## config.mk

```make
export PLATFORM = sky130hd
export DESIGN_NAME = escape_sequence_decoder
export DESIGN_NICKNAME = d
export VERILOG_FILES = /design/src/rtl/core/esd_pkg.sv /design/src/rtl/core/escape_sequence_decoder.sv
export SDC_FILE = /design/constraint.sdc
export NUM_CORES = 1
export LEC_CHECK = 0
export ABC_AREA = 1
export BUFFER_PORTS_ARGS = -buffer_cell sky130_fd_sc_hd__buf_2
export CAP_MARGIN = 10
export CORE_ASPECT_RATIO = 1.1
export CORE_MARGIN = 4
export CORE_UTILIZATION = 30
export DETAILED_ROUTE_END_ITERATION = 12
export MAX_ROUTING_LAYER = met4
export PLACE_DENSITY = 0.5
export SLEW_MARGIN = 10
export SYNTH_ARGS = -nofsm -noshare
export SYNTH_HDL_FRONTEND = slang
export SYNTH_SLANG_ARGS = --single-unit
export TNS_END_PERCENT = 5
```

## constraint.sdc

```tcl
create_clock -name clk -period 4 [get_ports clk]
set_input_delay 0.2 -clock clk [delete_from_list [all_inputs] [get_ports clk]]
set_output_delay 0.2 -clock clk [all_outputs]
set_load 0.01 [all_outputs]
```

## src/rtl/core/esd_pkg.sv

```systemverilog
// Shared types, codes and helpers for the escape sequence decoder.
`default_nettype none

package esd_pkg;

	typedef enum logic [1:0] {
		MODE_NORMAL = 2'd0,
		MODE_ESC    = 2'd1,
		MODE_HEX    = 2'd2,
		MODE_OCT    = 2'd3
	} mode_t;

	localparam logic [1:0] ST_OK       = 2'd0;
	localparam logic [1:0] ST_NO_HEX   = 2'd1;
	localparam logic [1:0] ST_RANGE    = 2'd2;
	localparam logic [1:0] ST_TRAIL_BS = 2'd3;

	localparam logic [7:0] QUOTE_RESET = 8'd34;
	localparam logic [7:0] CH_BSLASH   = 8'h5C;
	localparam logic [7:0] CH_ZERO     = 8'h30;
	localparam logic [7:0] CH_SEVEN    = 8'h37;
	localparam logic [7:0] CH_X        = 8'h78;
	localparam logic [7:0] CH_A        = 8'h61;
	localparam logic [7:0] CH_B        = 8'h62;
	localparam logic [7:0] CH_F        = 8'h66;
	localparam logic [7:0] CH_N        = 8'h6E;
	localparam logic [7:0] CH_T        = 8'h74;
	localparam logic [7:0] CH_V        = 8'h76;

	localparam logic [7:0] CODE_BEL = 8'd7;
	localparam logic [7:0] CODE_BS  = 8'd8;
	localparam logic [7:0] CODE_FF  = 8'd12;
	localparam logic [7:0] CODE_LF  = 8'd10;
	localparam logic [7:0] CODE_TAB = 8'd9;
	localparam logic [7:0] CODE_VT  = 8'd11;

	localparam int QUEUE_DEPTH = 4;

	typedef struct packed {
		logic       has_byte;
		logic [7:0] out_byte;
		logic [1:0] status;
		logic       run_last;
		logic       string_end;
	} res_t;

	function automatic res_t mk_res(input logic has, input logic [7:0] b,
		input logic [1:0] st);
		res_t r;
		r.has_byte   = has;
		r.out_byte   = has ? b : 8'd0;
		r.status     = st;
		r.run_last   = 1'b0;
		r.string_end = 1'b0;
		return r;
	endfunction

	// Hex digit value in the low nibble, valid flag on top.
	function automatic logic [4:0] hex_digit(input logic [7:0] b);
		logic [4:0] r;
		r = 5'd0;
		if (b >= 8'h30 && b <= 8'h39) r = {1'b1, 4'(b - 8'h30)};
		else if (b >= 8'h61 && b <= 8'h66) r = {1'b1, 4'(b - 8'h57)};
		else if (b >= 8'h41 && b <= 8'h46) r = {1'b1, 4'(b - 8'h37)};
		return r;
	endfunction

endpackage

`default_nettype wire

```

## src/rtl/core/escape_sequence_decoder.sv

```systemverilog
// Escape sequence decoder: C-style escaped string in, decoded bytes out.
`default_nettype none

// Decodes one request (one input byte) per cycle while in_ready is high; the decode
// state and the result queue update in the cycle the request is taken. Results
// leave through a 4-entry queue, one per cycle while out_ready is high; a byte that
// ends a hex or octal escape and is itself emitted yields two results. in_ready is
// high while the queue holds at most two results, so the input side keeps one byte
// per cycle while the output side takes one result per cycle and no request yields
// two. quote_q is written through cfg_we/cfg_data and resets to 34.
module escape_sequence_decoder
	import esd_pkg::*;
(
	input  wire logic       clk,
	input  wire logic       arst_n,
	input  wire logic       cfg_we,
	input  wire logic [7:0] cfg_data,
	input  wire logic       in_valid,
	output logic            in_ready,
	input  wire logic [7:0] in_byte,
	input  wire logic       end_of_string,
	output logic            out_valid,
	input  wire logic       out_ready,
	output logic            has_byte,
	output logic [7:0]      out_byte,
	output logic [1:0]      status,
	output logic            run_last,
	output logic            string_end
);

	localparam int PW = $clog2(QUEUE_DEPTH);
	localparam int CW = $clog2(QUEUE_DEPTH + 1);

	logic [7:0] quote_q;
	mode_t      mode_q, n_mode;
	logic [8:0] acc_q, n_acc;
	logic [1:0] cnt_q, n_cnt;
	logic       ovf_q, n_ovf;

	res_t          fifo_q [QUEUE_DEPTH];
	logic [PW-1:0] wr_ptr_q, rd_ptr_q;
	logic [CW-1:0] count_q;

	logic accept, pop;
	logic first_v, second_v;
	res_t first_r, second_r, r0, r1;
	logic [1:0] n_res;

	// normal-mode handling of the current byte
	logic norm_bs, norm_v, norm_esc;
	res_t norm_r;
	logic [4:0]  hd;
	logic [12:0] hex_sum;
	logic [11:0] oct_sum;
	logic [8:0]  oct_acc;
	logic        is_oct;
	res_t        hex_cur_r, oct_cur_r;

	assign accept = in_valid && in_ready;
	assign pop    = out_valid && out_ready;

	assign norm_bs  = (in_byte == CH_BSLASH);
	assign norm_v   = norm_bs ? end_of_string : (in_byte != quote_q);
	assign norm_r   = norm_bs ? mk_res(1'b0, 8'd0, ST_TRAIL_BS) : mk_res(1'b1, in_byte, ST_OK);
	assign norm_esc = norm_bs && !end_of_string;

	assign hd      = hex_digit(in_byte);
	assign hex_sum = {acc_q, 4'b0000} + {9'd0, hd[3:0]};
	assign is_oct  = (in_byte >= CH_ZERO) && (in_byte <= CH_SEVEN);
	assign oct_sum = {acc_q, 3'b000} + {9'd0, 3'(in_byte - CH_ZERO)};
	assign oct_acc = oct_sum[8:0];

	// flush of the pending value as it stands before this byte
	assign hex_cur_r = (cnt_q == 2'd0) ? mk_res(1'b0, 8'd0, ST_NO_HEX) :
		(ovf_q || acc_q[8]) ? mk_res(1'b0, 8'd0, ST_RANGE) : mk_res(1'b1, acc_q[7:0], ST_OK);
	assign oct_cur_r = acc_q[8] ? mk_res(1'b0, 8'd0, ST_RANGE) :
		mk_res(1'b1, acc_q[7:0], ST_OK);

	always_comb begin
		n_mode   = mode_q;
		n_acc    = acc_q;
		n_cnt    = cnt_q;
		n_ovf    = ovf_q;
		first_v  = 1'b0;
		second_v = 1'b0;
		first_r  = mk_res(1'b0, 8'd0, ST_OK);
		second_r = mk_res(1'b0, 8'd0, ST_OK);
		unique case (mode_q)
			MODE_NORMAL: begin
				first_v = norm_v;
				first_r = norm_r;
				if (norm_esc) n_mode = MODE_ESC;
			end
			MODE_ESC: begin
				n_mode  = MODE_NORMAL;
				first_v = 1'b1;
				case (in_byte)
					CH_A: first_r = mk_res(1'b1, CODE_BEL, ST_OK);
					CH_B: first_r = mk_res(1'b1, CODE_BS, ST_OK);
					CH_F: first_r = mk_res(1'b1, CODE_FF, ST_OK);
					CH_N: first_r = mk_res(1'b1, CODE_LF, ST_OK);
					CH_T: first_r = mk_res(1'b1, CODE_TAB, ST_OK);
					CH_V: first_r = mk_res(1'b1, CODE_VT, ST_OK);
					CH_X: begin
						n_mode  = MODE_HEX;
						n_acc   = 9'd0;
						n_cnt   = 2'd0;
						n_ovf   = 1'b0;
						first_v = end_of_string;
						first_r = mk_res(1'b0, 8'd0, ST_NO_HEX);
					end
					default: begin
						if (is_oct) begin
							n_mode  = MODE_OCT;
							n_acc   = {6'd0, 3'(in_byte - CH_ZERO)};
							n_cnt   = 2'd1;
							n_ovf   = 1'b0;
							first_v = end_of_string;
							first_r = mk_res(1'b1, {5'd0, 3'(in_byte - CH_ZERO)}, ST_OK);
						end else begin
							first_r = mk_res(1'b1, in_byte, ST_OK);
						end
					end
				endcase
			end
			MODE_HEX: begin
				if (hd[4]) begin
					if (!ovf_q) begin
						if (|hex_sum[12:8]) n_ovf = 1'b1;
						else n_acc = hex_sum[8:0];
					end
					if (cnt_q != 2'd3) n_cnt = 2'(cnt_q + 2'd1);
					first_v = end_of_string;
					first_r = (n_ovf || n_acc[8]) ? mk_res(1'b0, 8'd0, ST_RANGE) :
						mk_res(1'b1, n_acc[7:0], ST_OK);
				end else begin
					n_mode   = norm_esc ? MODE_ESC : MODE_NORMAL;
					n_acc    = 9'd0;
					n_cnt    = 2'd0;
					n_ovf    = 1'b0;
					first_v  = 1'b1;
					first_r  = hex_cur_r;
					second_v = norm_v;
					second_r = norm_r;
				end
			end
			MODE_OCT: begin
				if (is_oct && cnt_q != 2'd3) begin
					n_acc   = oct_acc;
					n_cnt   = 2'(cnt_q + 2'd1);
					first_v = (cnt_q == 2'd2) || end_of_string;
					first_r = oct_acc[8] ? mk_res(1'b0, 8'd0, ST_RANGE) :
						mk_res(1'b1, oct_acc[7:0], ST_OK);
					if (cnt_q == 2'd2) begin
						n_mode = MODE_NORMAL;
						n_acc  = 9'd0;
						n_cnt  = 2'd0;
					end
				end else begin
					n_mode   = norm_esc ? MODE_ESC : MODE_NORMAL;
					n_acc    = 9'd0;
					n_cnt    = 2'd0;
					n_ovf    = 1'b0;
					first_v  = 1'b1;
					first_r  = oct_cur_r;
					second_v = norm_v;
					second_r = norm_r;
				end
			end
			default: n_mode = MODE_NORMAL;
		endcase
		if (end_of_string) begin
			n_mode = MODE_NORMAL;
			n_acc  = 9'd0;
			n_cnt  = 2'd0;
			n_ovf  = 1'b0;
			// empty result carries the end marker
			if (!first_v) begin
				first_v = 1'b1;
				first_r = mk_res(1'b0, 8'd0, ST_OK);
			end
		end
	end

	// tag the last result of this request
	always_comb begin
		r0 = first_r;
		r1 = second_r;
		if (second_v) begin
			r1.run_last   = 1'b1;
			r1.string_end = end_of_string;
			n_res         = 2'd2;
		end else begin
			r0.run_last   = 1'b1;
			r0.string_end = end_of_string;
			n_res         = {1'b0, first_v};
		end
	end

	always_ff @(posedge clk or negedge arst_n) begin
		if (!arst_n) begin
			quote_q <= QUOTE_RESET;
		end else if (cfg_we) begin
			quote_q <= cfg_data;
		end
	end

	always_ff @(posedge clk or negedge arst_n) begin
		if (!arst_n) begin
			mode_q <= MODE_NORMAL;
			acc_q  <= 9'd0;
			cnt_q  <= 2'd0;
			ovf_q  <= 1'b0;
		end else if (accept) begin
			mode_q <= n_mode;
			acc_q  <= n_acc;
			cnt_q  <= n_cnt;
			ovf_q  <= n_ovf;
		end
	end

	always_ff @(posedge clk) begin
		if (accept && n_res != 2'd0) begin
			fifo_q[wr_ptr_q] <= r0;
			if (n_res == 2'd2) fifo_q[PW'(wr_ptr_q + PW'(1))] <= r1;
		end
	end

	always_ff @(posedge clk or negedge arst_n) begin
		if (!arst_n) begin
			wr_ptr_q <= '0;
			rd_ptr_q <= '0;
			count_q  <= '0;
		end else begin
			if (accept) wr_ptr_q <= PW'(wr_ptr_q + PW'(n_res));
			if (pop) rd_ptr_q <= PW'(rd_ptr_q + PW'(1));
			count_q <= CW'(count_q + (accept ? CW'(n_res) : CW'(0)) - (pop ? CW'(1) : CW'(0)));
		end
	end

	assign in_ready   = (count_q <= CW'(QUEUE_DEPTH - 2));
	assign out_valid  = (count_q != '0);
	assign has_byte   = fifo_q[rd_ptr_q].has_byte;
	assign out_byte   = fifo_q[rd_ptr_q].out_byte;
	assign status     = fifo_q[rd_ptr_q].status;
	assign run_last   = fifo_q[rd_ptr_q].run_last;
	assign string_end = fifo_q[rd_ptr_q].string_end;

	a_count_bound: assert property (@(posedge clk) disable iff (!arst_n)
		count_q <= CW'(QUEUE_DEPTH))
		else $error("result queue overfilled");

	a_eos_clears: assert property (@(posedge clk) disable iff (!arst_n)
		(accept && end_of_string) |=> (mode_q == MODE_NORMAL && acc_q == 9'd0 && !ovf_q))
		else $error("escape state left pending after end of string");

	a_end_is_last: assert property (@(posedge clk) disable iff (!arst_n)
		(out_valid && string_end) |-> run_last)
		else $error("string end on a result that is not the last");

	a_err_no_byte: assert property (@(posedge clk) disable iff (!arst_n)
		(out_valid && status != ST_OK) |-> (!has_byte && out_byte == 8'd0))
		else $error("error result carries a byte");

endmodule

`default_nettype wire

```

After elaboration in Yosys (flattened, before gate mapping)
Memories as Yosys holds them, arrays and structs flattened.
Cells that the tools add are included.
{"block": "totals", "ram_bits": 52, "memories": 1, "out_inout_bits": 15, "ff_bits": 29}
{"block": "op_classes", "n_eq_ne": 22, "n_lt_le_gt_ge": 8, "n_addsub": 11, "n_mux": 77, "n_reduce_logical": 24}
{"memory": "fifo_q", "words": 4, "word_bits": 13, "read_ports": 1, "rd_clocked_by_memory_dff": 0, "write_ports": 2, "line": "escape_sequence_decoder.sv:40", "text": "res_t fifo_q [QUEUE_DEPTH];"}
{"op": "13-bit two-way mux", "n": 12}
{"op": "13-bit one-hot mux with 7 select lines", "n": 1}
{"op": "9-bit two-way mux", "n": 9}
{"op": "8-bit by 7-bit equality test with 1-bit output, second input constant", "n": 8}
{"op": "13-bit one-hot mux with 4 select lines", "n": 1}
{"op": "2-bit two-way mux", "n": 16}
{"op": "9-bit one-hot mux with 3 select lines", "n": 1}
{"op": "13-bit one-hot mux with 2 select lines", "n": 1}
{"op": "1-bit two-way mux", "n": 22}
{"op": "9-bit one-hot mux with 2 select lines", "n": 1}
{"op": "8-bit by 7-bit >= comparator with 1-bit output, second input constant", "n": 2}
{"op": "8-bit by 6-bit <= comparator with 1-bit output, second input constant", "n": 2}
{"op": "8-bit by 7-bit <= comparator with 1-bit output, second input constant", "n": 2}
{"op": "5-bit two-way mux", "n": 3}
{"op": "13-bit by 4-bit adder with 13-bit output", "n": 1}
{"op": "12-bit two-way mux", "n": 1}
{"op": "3-bit inequality test, second input constant", "n": 4}
{"op": "4-bit inequality test, second input constant", "n": 3}
{"op": "5-bit AND reduction", "n": 2}
{"op": "9-bit by 3-bit adder with 9-bit output", "n": 1}
{"op": "1-bit logical AND", "n": 9}
{"op": "2-bit equality test, second input constant", "n": 4}
{"op": "8-bit by 6-bit >= comparator with 1-bit output, second input constant", "n": 1}
{"op": "8-bit inequality test", "n": 1}
{"op": "24 further kinds", "n": 34}

Depth between registers and ports, before layout
Gate-level depths: netlist of run 1.
{"block": "logic_depth", "ltp_word": 18, "mapped_depth": 21, "ltp_nobuf": 20}

Least setup slack after synthesis of run 1
OpenSTA, ideal clock, no wires.
{"block": "synth_path", "path_kind": "input -> register", "startpoint": "input port in_byte[1]", "endpoint": "register count_q[2]", "setup_ns": 0.129, "t_required_ns": 3.871, "arrival_ns": 2.693, "setup_slack_ns": 1.178, "path_stages": 20, "n_path_buf": 0, "path_cell_list": "inv_1 ha_1 inv_2 nor2_2 nand3_4 nor2_2 inv_1 nand2_1 inv_2 nand2_4 inv_2 a21oi_1 nand2_1 ha_1 inv_1 ha_1 inv_1 fa_1 xnor2_1 xor2_1"}
{"block": "synth_between", "elab_chain_cells": 12, "elab_cells_between_ends": 39}
{"element": "from (decl)", "line": "escape_sequence_decoder.sv:20", "text": "input wire logic [7:0] in_byte,"}
{"element": "8-bit by 7-bit >= comparator with 1-bit output / 8-bit by 7-bit <= comparator with 1-bit output (equally long branches)", "line": "esd_pkg.sv:64", "text": "else if (b >= 8'h41 && b <= 8'h46) r = {1'b1, 4'(b - 8'h37)};"}
{"element": "1-bit logical AND", "line": "esd_pkg.sv:64"}
{"element": "5-bit two-way mux", "line": "esd_pkg.sv:64"}
{"element": "5-bit two-way mux", "line": "esd_pkg.sv:63", "text": "else if (b >= 8'h61 && b <= 8'h66) r = {1'b1, 4'(b - 8'h57)};"}
{"element": "5-bit two-way mux", "line": "esd_pkg.sv:62", "text": "if (b >= 8'h30 && b <= 8'h39) r = {1'b1, 4'(b - 8'h30)};"}
{"element": "1-bit two-way mux", "line": "escape_sequence_decoder.sv:127", "text": "if (hd[4]) begin"}
{"element": "1-bit one-hot mux with 4 select lines", "line": "escape_sequence_decoder.sv:88", "text": "unique case (mode_q)"}
{"element": "1-bit two-way mux", "line": "escape_sequence_decoder.sv:172", "text": "if (end_of_string) begin"}
{"element": "2-bit two-way mux *", "line": "escape_sequence_decoder.sv:189", "text": "if (second_v) begin"}
{"element": "2-bit two-way mux *", "line": "escape_sequence_decoder.sv:237", "text": "count_q <= CW'(count_q + (accept ? CW'(n_res) : CW'(0)) - (pop ? CW'(1) : CW'(0)));"}
{"element": "3-bit by 2-bit adder with 3-bit output *", "line": "escape_sequence_decoder.sv:237"}
{"element": "3-bit by 1-bit subtractor with 3-bit output *", "line": "escape_sequence_decoder.sv:237"}
{"element": "to (signal assigned)", "line": "escape_sequence_decoder.sv:237"}
{"element": "to (decl)", "line": "escape_sequence_decoder.sv:42", "text": "logic [CW-1:0] count_q;"}
Every way passes the cells marked *; elsewhere a longest branch is shown, timed or not.
A chain may end at the register's enable or synchronous reset.

Worst setup path after layout of run 1
{"block": "layout_path", "startpoint": "register mode_q[0]", "endpoint": "register count_q[2]"}
{"block": "layout_between", "elab_chain_cells": 7, "elab_cells_between_ends": 11}
{"element": "from (decl)", "line": "escape_sequence_decoder.sv:35", "text": "mode_t mode_q, n_mode;"}
{"element": "from (signal assigned)", "line": "escape_sequence_decoder.sv:215", "text": "mode_q <= n_mode;"}
{"element": "2-bit equality test, or another cell as far along", "line": "escape_sequence_decoder.sv:88"}
{"element": "1-bit one-hot mux with 4 select lines", "line": "escape_sequence_decoder.sv:88"}
{"element": "1-bit two-way mux", "line": "escape_sequence_decoder.sv:172"}
{"element": "2-bit two-way mux *", "line": "escape_sequence_decoder.sv:189"}
{"element": "2-bit two-way mux *", "line": "escape_sequence_decoder.sv:237"}
{"element": "3-bit by 2-bit adder with 3-bit output *", "line": "escape_sequence_decoder.sv:237"}
{"element": "3-bit by 1-bit subtractor with 3-bit output *", "line": "escape_sequence_decoder.sv:237"}
Marks and branches as above.

==> results.sh, run 1 <==
export IMPL_wl_met1_um=8240
export IMPL_synthFlopType="edfxtp_1"
export IMPL_port_buffers=36
export IMPL_dpl_hpwl_um=12500
export IMPL_cts_tree="built"
export IMPL_ioPinCount=37
export IMPL_crit_path_frequent_cell="inv_1"
export IMPL_wl_per_cell_um=16.3
export IMPL_drc=0
export IMPL_htree_levels=3
export IMPL_cp_start_kind="flop"
export IMPL_drt_total_wl_um=17000
export IMPL_synth_cell_types=45
export IMPL_antenna_found_initial=0
export IMPL_timing_fmax_mhz=307
export IMPL_synthCells=770
export IMPL_cts_reportedPaths_clkPinSlew_ns=0.06
export IMPL_antenna_cells=0
export IMPL_outcome="complete, no violations"
export IMPL_drt_iter0_drc=360
export IMPL_row_count=53
export IMPL_crit_slowest_cell="ha_1"
export IMPL_overflow=0
export IMPL_hold_path_class="in2reg"
export IMPL_yosys_warnings=0
export IMPL_fin_setup_tns_ns=0
export IMPL_synth_area_um2=5940
export IMPL_cts_root_buf="clkbuf_16"
export IMPL_wl_met3_um=598
export IMPL_syn_nets=810
export IMPL_slowest_delay_ns=0.58
export IMPL_min_period_ns=3.26
export IMPL_num_nets_final=830
export IMPL_ir_drop_mv=0.215
export IMPL_vias=5167
export IMPL_cp_end_kind="flop"
export IMPL_report_final_setup_viol=0
export IMPL_vias_per_cell=4.96
export IMPL_met2_length_um=8000
export IMPL_tightest_slew_ns=0.791
export IMPL_initial_core_util=0.308
export IMPL_area_growth_pct=9.57
export IMPL_slew_violations=0
export IMPL_rsz0062_at_grt="false"
export IMPL_drive_above_1_share=0.148
export IMPL_postLayoutCoreUtil=0.337
export IMPL_highest_layer="met4"
export IMPL_p_per_area_nw_per_um2=536
export IMPL_fp_coreArea_um2=19300
export IMPL_criticalPathCategory="reg2reg"
export IMPL_fillers=2093
export IMPL_arrival_ns=3.53
export IMPL_final_common_cell="nand2_1"
export IMPL_grt_use_total=0.159
export IMPL_grt_pass1_wl_um=27300
export IMPL_fin_skew_ns=0.00703
export IMPL_stdcell_count=1042
export IMPL_dp_cells=1025
export IMPL_die_area_um2=22100
export IMPL_cts_buffers_inserted=9
export IMPL_avgSynthCellArea_um2=7.71
export IMPL_worstPathCellList="inv_1 > ha_1 > inv_1 > nand2_1 > a21oi_1 > nand4_2 > nand2_2 > a21oi_1 > nand2_1 > ha_1 > inv_1 > ha_1 > inv_1 > fa_1 > xnor2_1 > xor2_1"
export IMPL_relSlewSlack=0.473
export IMPL_crit_buf_inv=4
export IMPL_insertion_delay_ns=0.34
export IMPL_yosysSeqAreaShare=0.386
export IMPL_die_y_um=156
export IMPL_synth_edf_count=52
export IMPL_synth_async_reset_ratio=0.358
export IMPL_drt_pass1_iterations=6
export IMPL_p_leak_nw=2.83
export IMPL_ys_seq_elements=81
export IMPL_path_delay_family="adder cells"
export IMPL_fin_crit_sh=0.815
export IMPL_die_w_um=142
export IMPL_final_cell_mix="nand2_1 (190), nor2_1 (79), nand3_1 (76)"
export IMPL_hold_viol_final=0
export IMPL_clkSinkCount=81
export IMPL_clockBufferDepth=2
export IMPL_gp_congestion=0.900
export IMPL_ant_nets=0
export IMPL_grt_max_degree=37
export IMPL_worstPathMaxFanout=12
export IMPL_maxCapViolations=0
export IMPL_post_cts_resized=0
export IMPL_first_global_vias=4919
export IMPL_worst_ep_required_time_ns=4.27
-- metrics by stage --
step	hold slack (ns)	power [mW]	setup WS (ns)	instance area [um^2]
floorplan	-0.0956	2.29	1.18	5940
global placement	0.330	2.76	0.778	6240
detailed placement	0.305	2.77	0.666	6240
CTS	0.0521	3.54	0.720	6510
global route	0.0583	3.77	0.422	6510
finish	0.0625	3.49	0.741	6510
-- worst paths after layout --
path                             startpoint          end  slack [ns]  depth (start not counted)
worst max-delay path              mode_q[0]   count_q[2]        0.74                         16
worst min-delay path            cfg_data[7]   quote_q[7]        0.06                          3
worst max register to register    mode_q[0]   count_q[2]        0.74                         16
worst min register to register   count_q[2]   count_q[2]        0.49                          1
max in group asynchronous            arst_n   count_q[2]        3.01                          2
min in group asynchronous            arst_n  rd_ptr_q[0]        0.47                          2
-- kinds of logic after synthesis --
logic type / after synthesis / synth area share
fa+ha+maj: 18 / 0.0392
xor+xnor: 11 / 0.0162
flops: 81 / 0.386
buf+inv: 114 / 0.0898
compound gates: 110 / 0.103
mux: 6 / 0.0114
simple gates: 430 / 0.355
-- worst min-delay path: cells and delay by family --
kind,cells,cell delay (ns)
buffers and inverters,1,0.07
AOI/OAI and AO/OA,1,0.05
and+or+nand+nor,1,0.04
-- Yosys cell counts (4+ instances only) --
| cell type | n | area (um^2) |
|---|---|---|
| ha_1 | 17 | 213 |
| inv_2 | 10 | 37.5 |
| nand2_4 | 6 | 67.6 |
| nand3_2 | 11 | 110 |
| xnor2_1 | 7 | 61.3 |
| nor2_1 | 79 | 297 |
| nand2_2 | 6 | 37.5 |
| o21ai_1 | 6 | 30.0 |
| nand2_1 | 190 | 713 |
| nand3_1 | 76 | 380 |
| nor2_2 | 9 | 56.3 |
| dfrtp_1 | 27 | 676 |
| nand4_1 | 33 | 206 |
| xor2_1 | 4 | 35.0 |
| o21ai_0 | 62 | 310 |
| inv_1 | 70 | 263 |
| edfxtp_1 | 52 | 1560 |
| a21oi_1 | 15 | 75.1 |
| buf_4 | 7 | 52.6 |
| buf_6 | 9 | 101 |
| nand4_2 | 4 | 50.1 |
| nor3_1 | 5 | 25.0 |
| o22ai_1 | 19 | 119 |
| clkbuf_1 | 11 | 41.3 |
| mux2_2 | 6 | 67.6 |
-- timing repair --
item / 4_1_cts / 5_1_grt
hold buffers: 1 / 0
endpoints found under the hold margin: 27 / 0
setup buffers: 0 / 0
-- area by class of cell --
cell class	instances	area, um^2	share of cell area
timing repair buffer	40	213	0.0327
clock buffer	12	236	0.0363
multi-input combinational	575	3120	0.479
clock inverter	4	23.8	0.00365
sequential	81	2290	0.352
inverter	83	319	0.0490
tap	247	309	0.0475
-- metal layers --
| layer | vias up | GRT usage |
|---|---|---|
| met5 | - | - |
| met4 | 0 | 0.0297 |
| met3 | 10 | 0.0254 |
| met2 | 100 | 0.253 |
| met1 | 2422 | 0.218 |
| li1 | 2635 | - |
-- flip-flops by register name, summed over array words and instances (netlist names) --
name      flops
acc_q         9
mode_q        2
ovf_q         1
count_q       3
rd_ptr_q      2
fifo_q       52
quote_q       8
cnt_q         2
wr_ptr_q      2
-- report_power, final --
part / internal (mW) / total, mW / leakage [nW] / switching (mW)
sequential: 1.11 / 1.22 / 0.829 / 0.104
clock: 0.418 / 0.759 / 0.120 / 0.341
combinational: 0.487 / 1.51 / 1.88 / 1.03
(Power assumes the default switching activity.)
==> inputs of run 2 (changes only) <==
Settings changed: PLACE_DENSITY 0.5 to 0.52.
Clock period 4 ns to 2.8 ns, I/O delays scaled along.
==> run 2 against run 1 <==
Power up 54%; sequential share of layout area down 2.5 points; sequential power up 43%; hold slack worse by 0.037 ns; global-route usage about the same; flip-flop and latch count unchanged; non-clock buffer count up 50; first-iteration DRC count down 19%; routed wire length down 1.0%.
==> results.sh, run 2 (synthesized netlist as in run 1, its figures left out) <==
export IMPL_outcome="complete, no violations"
export IMPL_dp_cells=1073
export IMPL_cts_tree="built"
export IMPL_largest_reg_flops=52
export IMPL_port_buffers=36
export IMPL_vias_per_cell=4.89
export IMPL_cts_buffers_inserted=9
export IMPL_clockBufferDepth=2
export IMPL_die_w_um=142
export IMPL_cts_root_buf="clkbuf_16"
export IMPL_hold_slack_ns=0.0257
export IMPL_arrival_ns=2.91
export IMPL_worstPathMaxFanout=2
export IMPL_drt_iter0_drc=293
export IMPL_worstPathCellList="xnor2_1 > nand2_1 > nor2_2 > nand3_2 > nand2_2 > inv_2 > nand2_4 > inv_2 > a21oi_4 > nand2_1 > ha_1 > inv_1 > ha_1 > inv_1 > fa_1 > xnor2_1 > xor2_1"
export IMPL_timing_fmax_mhz=379
export IMPL_initial_core_util=0.308
export IMPL_row_count=53
export IMPL_ir_drop_mv=0.312
export IMPL_grt_pass1_wl_um=27500
export IMPL_first_global_vias=5060
export IMPL_fin_skew_ns=0.0104
export IMPL_num_nets_final=880
export IMPL_drt_total_wl_um=16800
export IMPL_cp_end_kind="flop"
export IMPL_die_y_um=156
export IMPL_dpl_hpwl_um=12800
export IMPL_fin_crit_sh=0.943
export IMPL_hp_start="cfg_data[3]"
export IMPL_p_leak_nw=3.11
export IMPL_hold_path_class="in2reg"
export IMPL_hold_viol_final=0
export IMPL_tightest_slew_ns=0.754
export IMPL_reg_top3="fifo_q x52, acc_q x9, quote_q x8"
export IMPL_overflow=0
export IMPL_stdcell_count=1091
export IMPL_min_to="quote_q[3]"
export IMPL_insertion_delay_ns=0.35
export IMPL_cts_reportedPaths_clkPinSlew_ns=0.06
export IMPL_wl_per_cell_um=15.4
export IMPL_worstReg2RegStart="quote_q[1]"
export IMPL_slew_violations=0
export IMPL_gp_congestion=0.881
export IMPL_antenna_cells=0
export IMPL_p_per_area_nw_per_um2=766
export IMPL_worst_ep_required_time_ns=3.07
export IMPL_top_register="fifo_q"
export IMPL_area_growth_pct=18.1
export IMPL_grt_use_total=0.159
export IMPL_relSlewSlack=0.497
export IMPL_grt_max_degree=37
export IMPL_rr_endpoint="count_q[2]"
export IMPL_maxCapViolations=0
export IMPL_final_common_cell="nand2_1"
export IMPL_min_period_ns=2.64
export IMPL_slowest_delay_ns=0.54
export IMPL_fp_coreArea_um2=19300
export IMPL_die_area_um2=22100
export IMPL_criticalPathCategory="reg2reg"
export IMPL_antenna_found_initial=0
export IMPL_fin_setup_tns_ns=0
export IMPL_holdPathStages=2
export IMPL_clkSinkCount=81
export IMPL_post_cts_buffers=0
export IMPL_r2r_cells=17
export IMPL_cp_start_kind="flop"
export IMPL_ioPinCount=37
export IMPL_drt_pass1_iterations=5
export IMPL_ant_nets=0
export IMPL_crit_slowest_cell="dfstp_2"
export IMPL_final_cell_mix="nand2_1 (189), nor2_1 (78), nand3_1 (76)"
export IMPL_vias=5340
export IMPL_drc=0
export IMPL_power_total_mw=5.37
export IMPL_rrSetupSlack_ns=0.16
export IMPL_drive_above_1_share=0.209
export IMPL_htree_levels=3
export IMPL_report_final_setup_viol=0
-- run 2: per-layer routing --
layer / wire (um) / part of all wire / vias to the layer above / global-route usage
li1: - / - / 2733 / -
met4: 132 / 0.0079 / 0 / 0.0297
met1: 8080 / 0.48 / 2491 / 0.216
met3: 598 / 0.036 / 11 / 0.0276
met5: 0 / 0 / - / -
met2: 8000 / 0.48 / 105 / 0.254
-- run 2: stage by stage --
| stage | utilization | cell area [um^2] | setup WS, ns |
|---|---|---|---|
| finish | 0.363 | 7010 | 0.159 |
| global route | 0.363 | 7010 | -0.00434 |
| CTS | 0.361 | 6970 | 0.0373 |
| detailed placement | 0.343 | 6620 | -0.0256 |
| global placement | 0.343 | 6620 | 0.0335 |
| floorplan | - | 5940 | 0.0338 |
-- run 2: final cells by class --
class	count	area, um^2
timing repair buffer	90	618
clock buffer	9	225
inverter	83	319
sequential	81	2290
tap	247	309
clock inverter	6	90.1
fill	2032	12300
multi-input combinational	575	3160
-- run 2: worst max-delay path: cells and delay by family, from the launching register on --
kind | cells | cell delay (ns)
XOR/XNOR | 3 | 0.45
buffers and inverters | 4 | 0.19
AO/OA/AOI/OAI | 1 | 0.12
flip-flops | 1 | 0.54
adder cells (fa/ha/maj) | 3 | 0.75
AND/OR/NAND/NOR | 6 | 0.52
-- run 2: worst max-delay path by stage --
stage / from / to / slack (ns) / cells past startpoint
final: quote_q[1] / count_q[2] / 0.16 / 17
after global routing: mode_q[0] / count_q[2] / -0.004 / 15
after CTS: quote_q[5] / count_q[2] / 0.04 / 17
after detailed placement: in_byte[0] / count_q[2] / -0.03 / 21
after global placement: in_byte[0] / count_q[2] / 0.03 / 21
after floorplan: mode_q[1] / count_q[2] / 0.03 / 17
-- run 2: repair_timing --
| item | in CTS | in global routing |
|---|---|---|
| hold endpoints to repair | 29 | 0 |
| hold buffers | 3 | 0 |
| setup endpoints to repair | 0 | 1 |
| resized for setup | 0 | 10 |
-- run 2: power breakdown --
group / total (mW) / switching, mW / internal, mW
Sequential: 1.75 / 0.159 / 1.59
Clock: 1.28 / 0.498 / 0.781
Combinational: 2.35 / 1.50 / 0.845
==> inputs of run 3 (changes only) <==
Settings changed: CORE_MARGIN 4 to 2, PLACE_DENSITY 0.52 to 0.5.
==> run 3 against run 2 <==
Worst setup slack got worse by 0.015 ns; critical path depth unchanged; combinational power about the same; final area is essentially flat; hold slack got worse by 0.010 ns; die area down 5.3%; clock skew is 0.0010 ns lower; sequential power hardly changed; maximum frequency is 0.57% lower; routed wire length grew 3.7%; largest power group unchanged; highest routed layer unchanged; via count is 2.0% higher; core utilization is 0.14 points higher.
==> results.sh, run 3 (synthesized netlist as in run 1, its figures left out) <==
export IMPL_rr_endpoint="count_q[2]"
export IMPL_grt_use_total=0.175
export IMPL_setup_slack_ns=0.144
export IMPL_num_nets_final=882
export IMPL_hold_viol_final=0
export IMPL_r2r_cells=17
export IMPL_top_register="fifo_q"
export IMPL_worst_ep_required_time_ns=3.03
export IMPL_cts_root_buf="clkbuf_16"
export IMPL_final_cell_mix="nand2_1 (189), nor2_1 (79), nand3_1 (76)"
export IMPL_fin_crit_sh=0.949
export IMPL_cp_start_kind="flop"
export IMPL_worstReg2RegStart="quote_q[5]"
export IMPL_outcome="complete, no violations"
export IMPL_hold_slack_ns=0.0154
export IMPL_drc=0
export IMPL_cts_reportedPaths_clkPinSlew_ns=0.07
export IMPL_cts_tree="built"
export IMPL_gp_congestion=0.887
export IMPL_insertion_delay_ns=0.35
export IMPL_hold_path_class="in2reg"
export IMPL_rsz0062_at_grt="true"
export IMPL_clockBufferDepth=2
export IMPL_tightest_slew_ns=0.707
export IMPL_cp_end_kind="flop"
export IMPL_p_per_area_nw_per_um2=784
export IMPL_largest_reg_flops=52
export IMPL_pre_cts_ws_ns=-0.0468
export IMPL_antenna_cells=0
export IMPL_initial_core_util=0.309
export IMPL_timing_fmax_mhz=376
export IMPL_port_buffers=36
export IMPL_maxCapViolations=0
export IMPL_area_growth_pct=18.1
export IMPL_postLayoutCoreUtil=0.365
export IMPL_overflow=0
export IMPL_min_period_ns=2.66
export IMPL_relSlewSlack=0.529
export IMPL_p_leak_nw=3.13
export IMPL_htree_levels=3
export IMPL_drt_total_wl_um=17400
export IMPL_slew_violations=0
export IMPL_drt_iter0_drc=358
export IMPL_clkSinkCount=81
export IMPL_final_common_cell="nand2_1"
export IMPL_slowest_delay_ns=0.53
export IMPL_rrSetupSlack_ns=0.14
export IMPL_dpl_hpwl_um=13100
export IMPL_drt_pass1_iterations=5
export IMPL_min_to="quote_q[4]"
export IMPL_wl_per_cell_um=15.9
export IMPL_die_w_um=138
export IMPL_grt_max_degree=37
export IMPL_hp_start="cfg_data[4]"
export IMPL_antenna_found_initial=0
export IMPL_ioPinCount=37
export IMPL_vias=5445
export IMPL_ant_nets=0
export IMPL_fin_skew_ns=0.00935
export IMPL_first_global_vias=5290
export IMPL_arrival_ns=2.89
export IMPL_die_y_um=152
export IMPL_row_count=53
export IMPL_fin_setup_tns_ns=0
export IMPL_vias_per_cell=4.98
export IMPL_worstPathMaxFanout=2
export IMPL_reg_top3="fifo_q x52, acc_q x9, quote_q x8"
export IMPL_drive_above_1_share=0.209
export IMPL_cts_buffers_inserted=9
export IMPL_grt_pass1_wl_um=28400
export IMPL_dp_cells=1074
export IMPL_report_final_setup_viol=0
export IMPL_worstPathCellList="xnor2_1 > nand2_1 > nor2_1 > nand3_2 > nand2_2 > inv_2 > nand2_4 > inv_2 > a21oi_2 > nand2_1 > ha_1 > inv_1 > ha_1 > inv_1 > fa_2 > xnor2_2 > xor2_1"
export IMPL_fp_coreArea_um2=19200
export IMPL_criticalPathCategory="reg2reg"
export IMPL_ir_drop_mv=0.470
export IMPL_stdcell_count=1094
export IMPL_die_area_um2=20900
export IMPL_holdPathStages=2
export IMPL_crit_slowest_cell="dfstp_2"
run 3: stage by stage:
step           total power, mW  area [um^2]
4_1_cts                   5.53         6980
3_3_place_gp              4.09         6600
6_report                  5.50         7010
3_5_place_dp              4.12         6600
5_1_grt                   5.91         7010
2_1_floorplan             3.27         5940
run 3: layer usage:
layer | GRT usage | vias up | part of all wire
li1 | - | 2745 | -
met4 | 0.0495 | 0 | 0.016
met5 | - | - | 0
met1 | 0.230 | 2576 | 0.48
met2 | 0.286 | 106 | 0.48
met3 | 0.0255 | 18 | 0.030
run 3: how the worst max path moves through the flow:
stage | startpoint | to | slack [ns] | depth (start not counted)
finish | quote_q[5] | count_q[2] | 0.14 | 17
global route | mode_q[0] | count_q[2] | -0.05 | 16
CTS | quote_q[5] | count_q[2] | 0.05 | 17
detailed placement | in_byte[1] | count_q[2] | -0.05 | 21
global placement | in_byte[0] | count_q[2] | 0.04 | 21
floorplan | mode_q[1] | count_q[2] | 0.03 | 17
run 3: repair_timing:
item | in CTS | in global routing
cloned | 0 | 0
setup endpoints to repair | 1 | 1
resized for setup | 1 | 6
hold buffers | 3 | 0
pin swaps | 0 | 3
setup buffers | 0 | 1
endpoints found under the hold margin | 29 | 0
run 3: final cells by class:
cell class,instances,area [um^2]
flip-flops and latches,81,2290
clock inverters,6,113
multi-input cells,575,3150
fillers,2062,12200
repair buffers,92,608
inverters,83,319
well taps,247,309
clock buffers,10,229
run 3: critical path, delay by kind of cell (launching register included):
family | cells | cell delay, ns
fa+ha+maj | 3 | 0.74
flops | 1 | 0.53
simple gates | 6 | 0.52
xor+xnor | 3 | 0.41
buf+inv | 4 | 0.20
compound gates | 1 | 0.12
run 3: where the power goes:
group	total (mW)	switching (mW)	internal, mW
Combinational	2.37	1.52	0.848
Sequential	1.74	0.155	1.59
Clock	1.39	0.513	0.877
